### src/assert_macros.svh
// Assertion macros shared by the form decoder RTL.
// Depends on nothing; the bodies drop out when SYNTH is defined.
`ifndef ASSERT_MACROS_SVH
`define ASSERT_MACROS_SVH
`ifndef SYNTH
// Same-cycle implication.
`define ASSERT_NOW(label, clk, rst_n, ante, cons) \
	label: assert property (@(posedge clk) disable iff (!rst_n) (ante) |-> (cons)) \
		else $error("assertion failed: same-cycle check");
// Next-cycle implication.
`define ASSERT_NEXT(label, clk, rst_n, ante, cons) \
	label: assert property (@(posedge clk) disable iff (!rst_n) (ante) |=> (cons)) \
		else $error("assertion failed: next-cycle check");
`else
`define ASSERT_NOW(label, clk, rst_n, ante, cons)
`define ASSERT_NEXT(label, clk, rst_n, ante, cons)
`endif
`endif

### src/ufd_pkg.sv
// Types, character codes and helpers for the url form body decoder.
// No dependencies; used by every module of the block.
package ufd_pkg;

	// Parser section
	typedef enum logic [1:0] {
		SEC_KEY   = 2'd0,
		SEC_VALUE = 2'd1,
		SEC_DROP  = 2'd2
	} sec_t;

	// Escape progress
	typedef enum logic [1:0] {
		ESC_NONE = 2'd0,
		ESC_HIGH = 2'd1,
		ESC_LOW  = 2'd2
	} esc_t;

	localparam logic [7:0] CH_PCT   = 8'h25;
	localparam logic [7:0] CH_PLUS  = 8'h2B;
	localparam logic [7:0] CH_SPACE = 8'h20;
	localparam logic [7:0] CH_AMP   = 8'h26;
	localparam logic [7:0] CH_EQ    = 8'h3D;
	localparam logic [7:0] CH_ZERO  = 8'h30;
	localparam logic [7:0] CH_UA    = 8'h41;
	localparam logic [7:0] CH_UF    = 8'h46;
	localparam logic [7:0] CH_LA    = 8'h61;
	localparam logic [7:0] CH_LF    = 8'h66;
	localparam logic [7:0] HEX_TEN  = 8'd10;

	// One input request
	typedef struct packed {
		logic [7:0] in_byte;
		logic       end_of_body;
	} item_t;

	// One result
	typedef struct packed {
		logic [7:0] out_byte;
		logic       byte_valid;
		logic       in_value;
		logic       field_end;
		logic       form_end;
		logic       error;
	} res_t;

	// Hex digit value; non-hex bytes give (code - '0') mod 256
	function automatic logic [7:0] nibble_of(input logic [7:0] c);
		logic [7:0] v;
		if (c >= CH_UA && c <= CH_UF) begin
			v = c - CH_UA + HEX_TEN;
		end else if (c >= CH_LA && c <= CH_LF) begin
			v = c - CH_LA + HEX_TEN;
		end else begin
			v = c - CH_ZERO;
		end
		return v;
	endfunction

endpackage

### src/ufd_in_stage.sv
// Input register stage of the form decoder: captures one request per cycle unless stalled downstream.
// Depends on ufd_pkg.
module ufd_in_stage (
	input  logic          clk,
	input  logic          arst_n,
	input  logic          in_valid,
	output logic          in_ready,
	input  ufd_pkg::item_t in_item,
	input  logic          down_free,
	output logic          adv,
	output ufd_pkg::item_t item_s1
);

	logic valid_s1;
	logic load;

	// Stage empties whenever the result side can take its outcome
	assign adv      = valid_s1 && down_free;
	assign in_ready = !valid_s1 || adv;
	assign load     = in_valid && in_ready;

	// Valid flag
	always_ff @(posedge clk or negedge arst_n) begin
		if (!arst_n) begin
			valid_s1 <= 1'b0;
		end else if (load) begin
			valid_s1 <= 1'b1;
		end else if (adv) begin
			valid_s1 <= 1'b0;
		end
	end

	// Payload
	always_ff @(posedge clk) begin
		if (load) begin
			item_s1 <= in_item;
		end
	end

endmodule

### src/ufd_decode.sv
// Decode logic and parser state of the form decoder.
// Depends on ufd_pkg and assert_macros.svh.
`include "assert_macros.svh"
module ufd_decode (
	input  logic           clk,
	input  logic           arst_n,
	input  logic           adv,
	input  ufd_pkg::item_t item_s1,
	output logic           res_valid,
	output ufd_pkg::res_t  res
);

	ufd_pkg::sec_t sec_q, sec_d;
	ufd_pkg::esc_t esc_q, esc_d;
	logic [3:0]    high_q, high_d;
	logic          started_q, started_d;
	logic          hit;
	logic [7:0]    nib;
	logic [7:0]    c;
	logic          in_drop;
	logic          at_start;
	logic          err_mid;

	assign c   = item_s1.in_byte;
	assign nib = ufd_pkg::nibble_of(c);
	assign res_valid = adv && hit;

	// Shorthands for the checks below
	assign in_drop  = (sec_q == ufd_pkg::SEC_DROP);
	assign at_start = (sec_q == ufd_pkg::SEC_KEY) && (esc_q == ufd_pkg::ESC_NONE) && !started_q;
	assign err_mid  = res_valid && res.error && !res.form_end;

	// Next state and result for the request in the stage
	always_comb begin
		sec_d     = sec_q;
		esc_d     = esc_q;
		high_d    = high_q;
		started_d = started_q;
		hit       = 1'b0;
		res       = '0;
		if (item_s1.end_of_body) begin
			hit          = 1'b1;
			res.form_end = 1'b1;
			if (sec_q == ufd_pkg::SEC_DROP || esc_q != ufd_pkg::ESC_NONE ||
			    (sec_q == ufd_pkg::SEC_KEY && started_q)) begin
				res.error = 1'b1;
			end else if (sec_q == ufd_pkg::SEC_VALUE) begin
				res.in_value  = 1'b1;
				res.field_end = 1'b1;
			end
			sec_d     = ufd_pkg::SEC_KEY;
			esc_d     = ufd_pkg::ESC_NONE;
			high_d    = '0;
			started_d = 1'b0;
		end else if (sec_q != ufd_pkg::SEC_DROP) begin
			if (c == ufd_pkg::CH_AMP) begin
				// Pair separator: closes a value, anything else is malformed
				hit       = 1'b1;
				esc_d     = ufd_pkg::ESC_NONE;
				high_d    = '0;
				started_d = 1'b0;
				if (sec_q == ufd_pkg::SEC_KEY || esc_q != ufd_pkg::ESC_NONE) begin
					sec_d     = ufd_pkg::SEC_DROP;
					res.error = 1'b1;
				end else begin
					sec_d         = ufd_pkg::SEC_KEY;
					res.in_value  = 1'b1;
					res.field_end = 1'b1;
				end
			end else if (c == ufd_pkg::CH_EQ && sec_q == ufd_pkg::SEC_KEY) begin
				// Key/value split
				hit = 1'b1;
				if (esc_q != ufd_pkg::ESC_NONE) begin
					sec_d     = ufd_pkg::SEC_DROP;
					esc_d     = ufd_pkg::ESC_NONE;
					high_d    = '0;
					started_d = 1'b0;
					res.error = 1'b1;
				end else begin
					sec_d         = ufd_pkg::SEC_VALUE;
					started_d     = 1'b1;
					res.field_end = 1'b1;
				end
			end else begin
				started_d = 1'b1;
				if (esc_q == ufd_pkg::ESC_HIGH) begin
					high_d = nib[3:0];
					esc_d  = ufd_pkg::ESC_LOW;
				end else if (esc_q == ufd_pkg::ESC_LOW) begin
					// Escape complete: high*16 + low, mod 256
					hit            = 1'b1;
					esc_d          = ufd_pkg::ESC_NONE;
					high_d         = '0;
					res.out_byte   = {high_q, 4'b0000} + nib;
					res.byte_valid = 1'b1;
					res.in_value   = (sec_q == ufd_pkg::SEC_VALUE);
				end else if (c == ufd_pkg::CH_PCT) begin
					esc_d = ufd_pkg::ESC_HIGH;
				end else begin
					hit            = 1'b1;
					res.out_byte   = (c == ufd_pkg::CH_PLUS) ? ufd_pkg::CH_SPACE : c;
					res.byte_valid = 1'b1;
					res.in_value   = (sec_q == ufd_pkg::SEC_VALUE);
				end
			end
		end
	end

	// Parser state registers
	always_ff @(posedge clk or negedge arst_n) begin
		if (!arst_n) begin
			sec_q     <= ufd_pkg::SEC_KEY;
			esc_q     <= ufd_pkg::ESC_NONE;
			high_q    <= '0;
			started_q <= 1'b0;
		end else if (adv) begin
			sec_q     <= sec_d;
			esc_q     <= esc_d;
			high_q    <= high_d;
			started_q <= started_d;
		end
	end

	// An error inside the body leaves the parser dropping bytes
	`ASSERT_NEXT(a_err_drops, clk, arst_n, err_mid, in_drop)
	// End of form returns to the start
	`ASSERT_NEXT(a_form_end_resets, clk, arst_n, res_valid && res.form_end, at_start)
	// No decoded byte while dropping
	`ASSERT_NOW(a_no_byte_in_drop, clk, arst_n, res_valid && res.byte_valid, !in_drop)

endmodule

### src/ufd_out_stage.sv
// Result register of the form decoder, parts the output from the decode stage.
// Depends on ufd_pkg.
module ufd_out_stage (
	input  logic          clk,
	input  logic          arst_n,
	input  logic          res_valid,
	input  ufd_pkg::res_t res,
	output logic          free,
	output logic          out_valid,
	input  logic          out_ready,
	output ufd_pkg::res_t res_q
);

	logic valid_q;

	assign free      = !valid_q || out_ready;
	assign out_valid = valid_q;

	// Valid flag
	always_ff @(posedge clk or negedge arst_n) begin
		if (!arst_n) begin
			valid_q <= 1'b0;
		end else if (res_valid) begin
			valid_q <= 1'b1;
		end else if (out_ready) begin
			valid_q <= 1'b0;
		end
	end

	// Payload
	always_ff @(posedge clk) begin
		if (res_valid) begin
			res_q <= res;
		end
	end

endmodule

### src/url_form_body_decoder_top.sv
// URL-encoded form body decoder, one body byte per request, at most one result.
// A request is held in the input stage; its result reaches m_axis through the result register.
// Throughput: one request per cycle; the input stalls while the result register
// holds a result that m_axis has not taken.
// Reset (arst_n low) empties both register stages and returns the parser to the key section.
// Depends on ufd_pkg, ufd_in_stage, ufd_decode, ufd_out_stage.
module url_form_body_decoder_top (
	input  logic        clk,
	input  logic        arst_n,
	input  logic        s_axis_tvalid,
	output logic        s_axis_tready,
	input  logic [7:0]  s_axis_tdata,   // [7:0] in_byte
	input  logic        s_axis_tlast,   // end_of_body
	output logic        m_axis_tvalid,
	input  logic        m_axis_tready,
	output logic [15:0] m_axis_tdata,   // [7:0] out_byte, [8] byte_valid, [9] field_end,
	                                    // [10] error, [15:11] zero
	output logic        m_axis_tuser,   // in_value
	output logic        m_axis_tlast    // form_end
);

	ufd_pkg::item_t in_item;
	ufd_pkg::item_t item_s1;
	ufd_pkg::res_t  res;
	ufd_pkg::res_t  res_q;
	logic           adv;
	logic           free;
	logic           res_valid;

	assign in_item.in_byte     = s_axis_tdata;
	assign in_item.end_of_body = s_axis_tlast;

	ufd_in_stage u_in (
		.clk       (clk),
		.arst_n    (arst_n),
		.in_valid  (s_axis_tvalid),
		.in_ready  (s_axis_tready),
		.in_item   (in_item),
		.down_free (free),
		.adv       (adv),
		.item_s1   (item_s1)
	);

	ufd_decode u_dec (
		.clk       (clk),
		.arst_n    (arst_n),
		.adv       (adv),
		.item_s1   (item_s1),
		.res_valid (res_valid),
		.res       (res)
	);

	ufd_out_stage u_out (
		.clk       (clk),
		.arst_n    (arst_n),
		.res_valid (res_valid),
		.res       (res),
		.free      (free),
		.out_valid (m_axis_tvalid),
		.out_ready (m_axis_tready),
		.res_q     (res_q)
	);

	// Output packing
	assign m_axis_tdata = {5'b00000, res_q.error, res_q.field_end, res_q.byte_valid,
	                       res_q.out_byte};
	assign m_axis_tuser = res_q.in_value;
	assign m_axis_tlast = res_q.form_end;

endmodule
### config.mk
export PLATFORM = sky130hd
export DESIGN_NAME = url_form_body_decoder_top
export DESIGN_NICKNAME = d
export VERILOG_FILES = /design/src/ufd_pkg.sv /design/src/ufd_in_stage.sv /design/src/ufd_decode.sv /design/src/ufd_out_stage.sv /design/src/url_form_body_decoder_top.sv
export VERILOG_INCLUDE_DIRS = /design/src /design/src/src
export SDC_FILE = /design/constraint.sdc
export NUM_CORES = 1
export LEC_CHECK = 0
export BUFFER_PORTS_ARGS = -buffer_cell sky130_fd_sc_hd__buf_2
export CAP_MARGIN = 40
export CORE_MARGIN = 8
export CORE_UTILIZATION = 25
export DETAILED_ROUTE_END_ITERATION = 8
export PLACE_DENSITY = 0.53
export SETUP_SLACK_MARGIN = 0.5
export SLEW_MARGIN = 30
export SYNTH_ARGS = -nofsm -noshare
export SYNTH_HDL_FRONTEND = slang
export SYNTH_SLANG_ARGS = --single-unit
### constraint.sdc
create_clock -name clk -period 7.4 [get_ports clk]
set_clock_uncertainty 0.1 [all_clocks]
set_input_delay 0.74 -clock clk [delete_from_list [all_inputs] [get_ports clk]]
set_output_delay 0.74 -clock clk [all_outputs]
set_load 0.02 [all_outputs]
==> results.md, run 1 <==
* DRT Wirelength at approximately 4.8 mm
* Clk root buf: clkbuf_8
* # setup viols final at 0
* Worst Setup EP: u_out.res_q[12]
* EDFF count, synth at 22
* Met3 wire len at 222 um
* Slew headroom at 60.64%
* H-tree levels at 2
* CP Data Required Time at around 7.3 ns
* Tightest Pin Transition at 0.5895 ns
* Hold Path Class: input port to async pin
* Mapped Cells at 204
* Most common cell after layout, fill and taps aside: buf_2
* Vias at around 1.6k
* Die Height at about 110 um
* Post-CTS Setup Bufs at 0
* Global-route wire length before repair at roughly 8 mm
* Setup TNS Final at 0 ns
* First-pass iteration count of the detailed router at 4
* Area contributors post-synth: edfxtp_1 (30%), dfrtp_1 (13%), ha_1 (8.7%)
* Die W at about 110 um
* Nets at between 200 and 300
* P&R area growth vs syn at 13.26%
* Post-synth top area share at between 30% and 40%
* Critical path class: flip-flop to flip-flop
* Post-synthesis mux area share at less than 1%
* Crit path from: u_in.item_s1[1]
* Placed Instances at 332
* Static leakage at slightly above 1 nW
* Metal2 WL at ~2.1 mm
* DRC at 0
* Num CTS Buffers at 5
* Post-synth top area cell: edfxtp_1
* GPL Wtd Cong at roughly 0.90
* Core ar. at approximately 8600 um2
* Synthesized area at 2170 um2
* Crit share post-route at about half
* Filler instances at 907
* Die area at 11910 um2
* Yosys reg bits at 33
* Cts hold-fix bufs at 0
* Synth unique cells at 57
* CTS tree: built
* Skew-Pair Late Insertion Delay at between 0.2 and 0.3 ns
* Global route overflow at 0
* Met1 WL at approximately 2.5 mm
* Multi-input gate area at about 1100 um2
* Fmax at roughly 0.27 GHz
* VDD IR-drop max at roughly 0.09 mV
* Synth Area in XOR/XNOR at under 10%
* Launch point of the worst reg-to-reg path: u_in.item_s1[1]
* Clk buf depth at 2
* Most frequent cells in the layout: buf_2 (27), edfxtp_1 (22), nor2_1 (16), inv_1 (15), ha_1 (15)
* Fin cells at roughly 340
* Sink Count at 33
* Layout cells sized above 1 at between 20 and 25%
* Largest family of logic cells by synthesized area: compound AO/OA/AOI/OAI gates
* Post-synthesis sequential area ratio at between 40 and 50%
* Status: complete, no violations
* Antenna Violating Nets Remaining at 0
* DR vias/cell at around 4.6
* Drt first-iter violations at 126
* Crit start category: flip-flop
* Unrepaired setup endpoints after global routing: false
* Final min period at ~3.7 ns
* Mean Syn Cell Area at ~11 um2
* Dpl hpwl at ~3.8 mm
* Crit. End Element: flip-flop
* Final Max Tran Viols at 0
* Final hold violation count at 0
* Starting Density at approximately 25%
* Synth Warn # at 0
* Worst r2r path cells at 13
* RR Endpoint: u_out.res_q[12]
* Antenna diode count at 0
* DR WL/cell at roughly 14 um
* PnR Total Power at about 0.48 mW
* Synth async-reset ratio at between 30% and 40%
* Highest layer used for signal routing: met4
* Reg clk slew, reported paths at 0.07 ns
* Reg2Reg Setup Slack at roughly 3.7 ns
* Crit path max fanout at 11
* Sequential cell area at 935.9 um2
* Main synth FF type: edfxtp_1
* WP data arrival at 3.59 ns
* Post-CTS sizing at 0
* Synth Area in Adders at roughly a tenth
* GRT Total Usage at under 10%
* Largest net degree at the start of global routing at 18
* Compound-gate portion of the synthesized area at about a fifth
* Max cap viols at 0
* Rows at 34
* Vias in the first global route at 1597
* Power per cell area at just under 200 nW/um2
* Buffers on Ports at 27
* Post-Synth Simple-Gate Area at around 16%
* Initial antenna violation count at 0
* Top-Level Pins at 33
==> cell type report <==
class / instances / share of cell area (%)
flip-flops and latches: 33 / 38.09
inverters: 15 / 2.291
clock inverters: 3 / 0.7128
multi-input cells: 148 / 44.60
well taps: 108 / 5.499
repair buffers: 29 / 6.008
clock buffers: 5 / 2.800
==> how the worst min path moves through the flow <==
stage                               start              end  slack [ns]  cells past startpoint
after floorplan                    arst_n   u_dec.esc_q[0]        0.34                      0
after global placement    u_dec.started_q  u_dec.started_q        0.36                      1
after detailed placement  u_dec.started_q  u_dec.started_q        0.39                      1
after CTS                          arst_n  u_dec.high_q[1]        0.22                      1
after global routing               arst_n  u_dec.high_q[1]        0.24                      1
final                              arst_n  u_dec.high_q[1]        0.22                      1
==> logic make-up (layout without fill, tap and decap cells) <==
| logic type | after synthesis | count (layout) |
|---|---|---|
| AOI/OAI and AO/OA | 59 | 59 |
| and+or+nand+nor | 58 | 58 |
| DFF | 33 | 33 |
| buffers and inverters | 27 | 52 |
| adders and majority gates | 16 | 16 |
| xor gates and xnor gates | 8 | 8 |
| muxes | 2 | 2 |
| other | 1 | 5 |
==> state kept, by name, summed over array words and instances, names as in the netlist <==
signal,count
u_out.res_q,13
u_out.out_valid,1
u_dec.sec_q,2
u_in.valid_s1,1
u_dec.started_q,1
u_dec.esc_q,2
u_dec.high_q,4
u_in.item_s1,9
==> worst max-delay path, cell delays in order (launching register included) <==
cell and delay [ns]:
edfxtp_1 0.48, inv_1 0.16, ha_1 0.22, nor4b_2 0.17, a2111o_1 0.47, o2bb2ai_2 0.48, o21ai_1 0.13, a32oi_1 0.20
xnor2_1 0.16, ha_1 0.28, a21oi_1 0.17, xor2_1 0.20, a21o_1 0.11, a31oi_1 0.07
==> through the flow <==
| step | worst slack [ns] | hold slack (ns) | area (um2) | utilization (%) |
|---|---|---|---|---|
| finish | 3.723 | 0.2193 | 2457 | 28.74 |
| global route | 3.465 | 0.2383 | 2457 | 28.74 |
| CTS | 3.730 | 0.2246 | 2452 | 28.68 |
| detailed placement | 3.755 | 0.3895 | 2366 | 27.67 |
| global placement | 3.894 | 0.3643 | 2366 | 27.67 |
| floorplan | 4.312 | 0.3444 | 2185 | - |
==> layer usage <==
metal | vias up | global-route usage, %
li1 | 797 | -
met1 | 749 | 12.01
met2 | 32 | 12.22
met3 | 4 | 2.423
met4 | 0 | 1.760
met5 | - | 0
==> power breakdown <==
group          switching [mW]  internal, mW
Sequential             0.0218         0.223
Combinational          0.0641        0.0389
Clock                  0.0681        0.0649
==> cells in the mapped netlist, types with 3 or more instances <==
master,n
a21o_1,6
a31oi_1,5
edfxtp_1,22
buf_4,5
nand3_1,5
inv_1,15
a211oi_1,3
nand2b_1,3
nor2_1,16
o21ai_0,6
dfrtp_1,11
buf_6,4
and3_1,3
xnor2_1,6
ha_1,15
nor3_1,3
o2bb2ai_1,3
nand2_1,9
a21oi_1,14
Power figures use the tool's default switching activity.
==> inputs of run 2 (changes only) <==
--- a/config.mk
+++ b/config.mk
@@ -11,7 +11,7 @@
 export CORE_MARGIN = 8
 export CORE_UTILIZATION = 25
 export DETAILED_ROUTE_END_ITERATION = 8
-export PLACE_DENSITY = 0.53
+export PLACE_DENSITY = 0.54
 export SETUP_SLACK_MARGIN = 0.5
 export SLEW_MARGIN = 30
 export SYNTH_ARGS = -nofsm -noshare
==> constraint.sdc (replaced) <==
create_clock -name clk -period 3.32 [get_ports clk]
set_clock_uncertainty 0.1 [all_clocks]
set_input_delay 0.332 -clock clk [delete_from_list [all_inputs] [get_ports clk]]
set_output_delay 0.332 -clock clk [all_outputs]
set_load 0.02 [all_outputs]
==> run 2 against run 1 <==
  * Worst setup slack lost 3.6 ns
  * Flip-flop and latch count is the same
  * Largest cell class unchanged
  * Count of clock-buffer cells in the layout grew 1
  * Critical endpoint unchanged
  * Final area grew 7.5%
  * Critical path depth is the same
  * Die area is the same
  * Via count grew 5.4%
  * Largest power group unchanged
==> results.md, run 2 (same netlist as run 1, synthesis figures left out) <==
* Status: complete, no violations (unchanged)
* CTS tree: built (unchanged)
* Reg2Reg Setup Slack at 0.17 ns (was 3.72 ns)
* P_sw at 0.3426 mW (was 0.1539 mW)
* Multi-input gate area at 1150 um2 (was 1096 um2)
* Clk buf depth at 2 (unchanged)
* Final Max Tran Viols at 0 (unchanged)
* RR Endpoint: u_out.res_q[12] (unchanged)
* Crit path from: u_in.item_s1[1] (unchanged)
* Sink Count at 33 (unchanged)
* Top-Level Pins at 33 (unchanged)
* Power per cell area at 419.0 nW/um2 (was 195.5 nW/um2)
* Critical path class: flip-flop to flip-flop (unchanged)
* Crit share post-route at 94.99% (was 49.69%)
* Global route overflow at 0 (unchanged)
* Buffers on Ports at 27 (unchanged)
* Final hold violation count at 0 (unchanged)
* Worst path slowest cell: edfxtp_1 (unchanged)
* GPL Wtd Cong at 0.8546 (was 0.8958)
* H-tree levels at 2 (unchanged)
* Clk root buf: clkbuf_8 (unchanged)
* Die W at 109.2 um (unchanged)
* Internal Power at 0.7642 mW (was 0.3264 mW)
* Rows at 34 (unchanged)
* Max cap viols at 0 (unchanged)
* DR WL/cell at 14.36 um (was 14.21 um)
* Flop pwr share at 48.8% (was 50.9%)
* DRC at 0 (unchanged)
* Hold Path Origin: s_axis_tdata[5]
* Critical Path, Cell by Cell: inv_2 -> ha_2 -> nor4b_4 -> a2111o_1 -> nor2_4 -> mux2i_1 -> mux2i_1 -> ha_1 -> a21o_1 -> a21oi_2 -> xor2_1 -> a21o_1 -> a31oi_1 (was inv_1 -> ha_1 -> nor4b_2 -> a2111o_1 -> o2bb2ai_2 -> o21ai_1 -> a32oi_1 -> xnor2_1 -> ha_1 -> a21oi_1 -> xor2_1 -> a21o_1 -> a31oi_1)
* Static leakage at 1.109 nW (was 1.027 nW)
* Drt first-iter violations at 93 (was 126)
* Antenna diode count at 0 (unchanged)
* Sw frac at 30.96% (was 32.05%)
* Comb pwr share at 23.6% (was 21.4%)
* Worst r2r path cells at 13 (unchanged)
* Antenna Violating Nets Remaining at 0 (unchanged)
* # setup viols final at 0 (unchanged)
* P&R area growth vs syn at 21.74% (was 13.26%)
* First-pass iteration count of the detailed router at 4 (unchanged)
* Crit start category: flip-flop (unchanged)
* Fmax at 0.3171 GHz (was 0.2719 GHz)
* Die Height at 109.2 um (unchanged)
* Die area at 11910 um2 (unchanged)
* DRT Wirelength at 5.127 mm (was 4.844 mm)
* Largest net degree at the start of global routing at 18 (unchanged)
* Hold Path Class: input port to flip-flop (was input port to async pin)
* Global-route wire length before repair at 8.335 mm (was 8.073 mm)
* Dpl hpwl at 3.815 mm (was 3.760 mm)
* DR vias/cell at 4.672 (was 4.639)
* Skew-Pair Late Insertion Delay at 0.28 ns (about the same)
* Setup ws final at 0.1663 ns (was 3.723 ns)
* Starting Density at 25.37% (unchanged)
* Slew headroom at 45.11% (was 60.64%)
* Layout cells sized above 1 at 30.52% (was 22.75%)
* Pre-CTS WS at 0.09116 ns (was 3.755 ns)
* Setup TNS Final at 0 ns (unchanged)
* Worst Hold End: u_in.item_s1[6]
* Sequential cell area at 935.9 um2 (unchanged)
* Num CTS Buffers at 5 (unchanged)
* GRT Total Usage at 8.921% (was 8.416%)
* Nets at 277 (was 261)
* Cells on Worst Hold Path at 1
* Largest regs: u_out.res_q x13, u_in.item_s1 x9, u_dec.high_q x4 (unchanged)
* VDD IR-drop max at 0.2046 mV (was 0.09142 mV)
* Crit path max fanout at 4 (was 11)
* Crit. End Element: flip-flop (unchanged)
* Filler instances at 868 (was 907)
* Vias in the first global route at 1653 (was 1597)
* Largest register FFs at 13 (unchanged)
* Most frequent cells in the layout: buf_2 (27), edfxtp_1 (22), buf_4 (17), nor2_1 (16), ha_1 (13) (was buf_2 (27), edfxtp_1 (22), nor2_1 (16), inv_1 (15), ha_1 (15))
* Launch point of the worst reg-to-reg path: u_in.item_s1[1] (unchanged)
* Core ar. at 8551 um2 (unchanged)
* Clk pwr share at 27.6% (was 27.7%)
* Tightest Pin Transition at 0.8127 ns (was 0.5895 ns)
* Vias at 1668 (was 1582)
* Final min period at 3.154 ns (was 3.677 ns)
* Initial antenna violation count at 0 (unchanged)
* WP data arrival at 3.06 ns (was 3.59 ns)
* Reg clk slew, reported paths at 0.07 ns (about the same)
* Most common cell after layout, fill and taps aside: buf_2 (unchanged)
* Unrepaired setup endpoints after global routing: true (was false)
* Crit-path max cell delay at 0.47 ns (was 0.48 ns)
* CP Data Required Time at 3.23 ns (was 7.31 ns)
* Biggest register: u_out.res_q (unchanged)
==> run 2: cell types whose count changed in the layout (fill, tap and decap cells not counted), sizes merged <==
cell / delta
dlygate4sd3: +1
buf: +16
clkinvlp: -1
==> run 2: power by group through the flow <==
stage,sequential (mW),combinational [mW],clock [mW]
6_report,0.540,0.261,0.305
5_1_grt,0.550,0.290,0.335
4_1_cts,0.542,0.252,0.319
3_5_place_dp,0.551,0.240,0
3_3_place_gp,0.550,0.239,0
2_1_floorplan,0.561,0.162,0
==> run 2: worst max-delay path by stage <==
stage | end | slack (ns) | cells past startpoint
after global placement | u_out.res_q[12] | 0.21 | 13
after CTS | u_out.res_q[12] | 0.22 | 13
after global routing | u_out.res_q[12] | 0.02 | 13
final | u_out.res_q[12] | 0.17 | 13
after floorplan | u_out.res_q[12] | 0.35 | 13
after detailed placement | u_out.res_q[12] | 0.09 | 13
==> run 2: critical path: cells and delay by family (launching register included) <==
kind | cells | cell delay, ns
AND/OR/NAND/NOR | 2 | 0.29
XOR/XNOR | 1 | 0.21
AO/OA/AOI/OAI | 5 | 0.96
buffers and inverters | 1 | 0.07
adder cells (fa/ha/maj) | 2 | 0.47
multiplexers | 2 | 0.31
flip-flops | 1 | 0.47
==> run 2: per-layer routing <==
| metal | vias to the layer above | part of all wire [%] | track usage, % | wire, um |
|---|---|---|---|---|
| met5 | - | 0 | 0 | 0 |
| met1 | 792 | 49 | 11.97 | 2523 |
| met3 | 6 | 3.7 | 2.423 | 188 |
| met2 | 40 | 46 | 13.39 | 2348 |
| li1 | 830 | - | - | - |
| met4 | 0 | 1.3 | 3.226 | 67 |
==> run 2: layout make-up <==
type	count	share of cell area [%]
inverter	15	2.132
sequential	33	35.43
timing repair buffer	45	10.33
clock buffer	6	3.126
tap	108	5.116
clock inverter	2	0.3316
multi-input combinational	148	43.53
==> run 2: through the flow <==
| step | hold slack [ns] | cell area (um2) | utilization, % | cells | power (mW) |
|---|---|---|---|---|---|
| final | 0.1190 | 2641 | 30.89 | 357 | 1.107 |
| after global routing | 0.1038 | 2641 | 30.89 | 357 | 1.174 |
| after CTS | 0.1098 | 2579 | 30.16 | 351 | 1.113 |
| after detailed placement | 0.1303 | 2406 | 28.14 | 335 | 0.7915 |
| after global placement | 0.1315 | 2406 | 28.14 | 335 | 0.7888 |
| after floorplan | -0.06359 | 2202 | - | 208 | 0.7228 |
==> run 2: what timing repair did <==
| action | CTS | global route |
|---|---|---|
| pin swaps | 5 | 1 |
| gates resized for setup | 4 | 3 |
| hold buffers | 1 | 0 |
| buffers inserted | 7 | 6 |
| endpoints found under the setup margin | 3 | 3 |
| hold endpoints to repair | 11 | 0 |
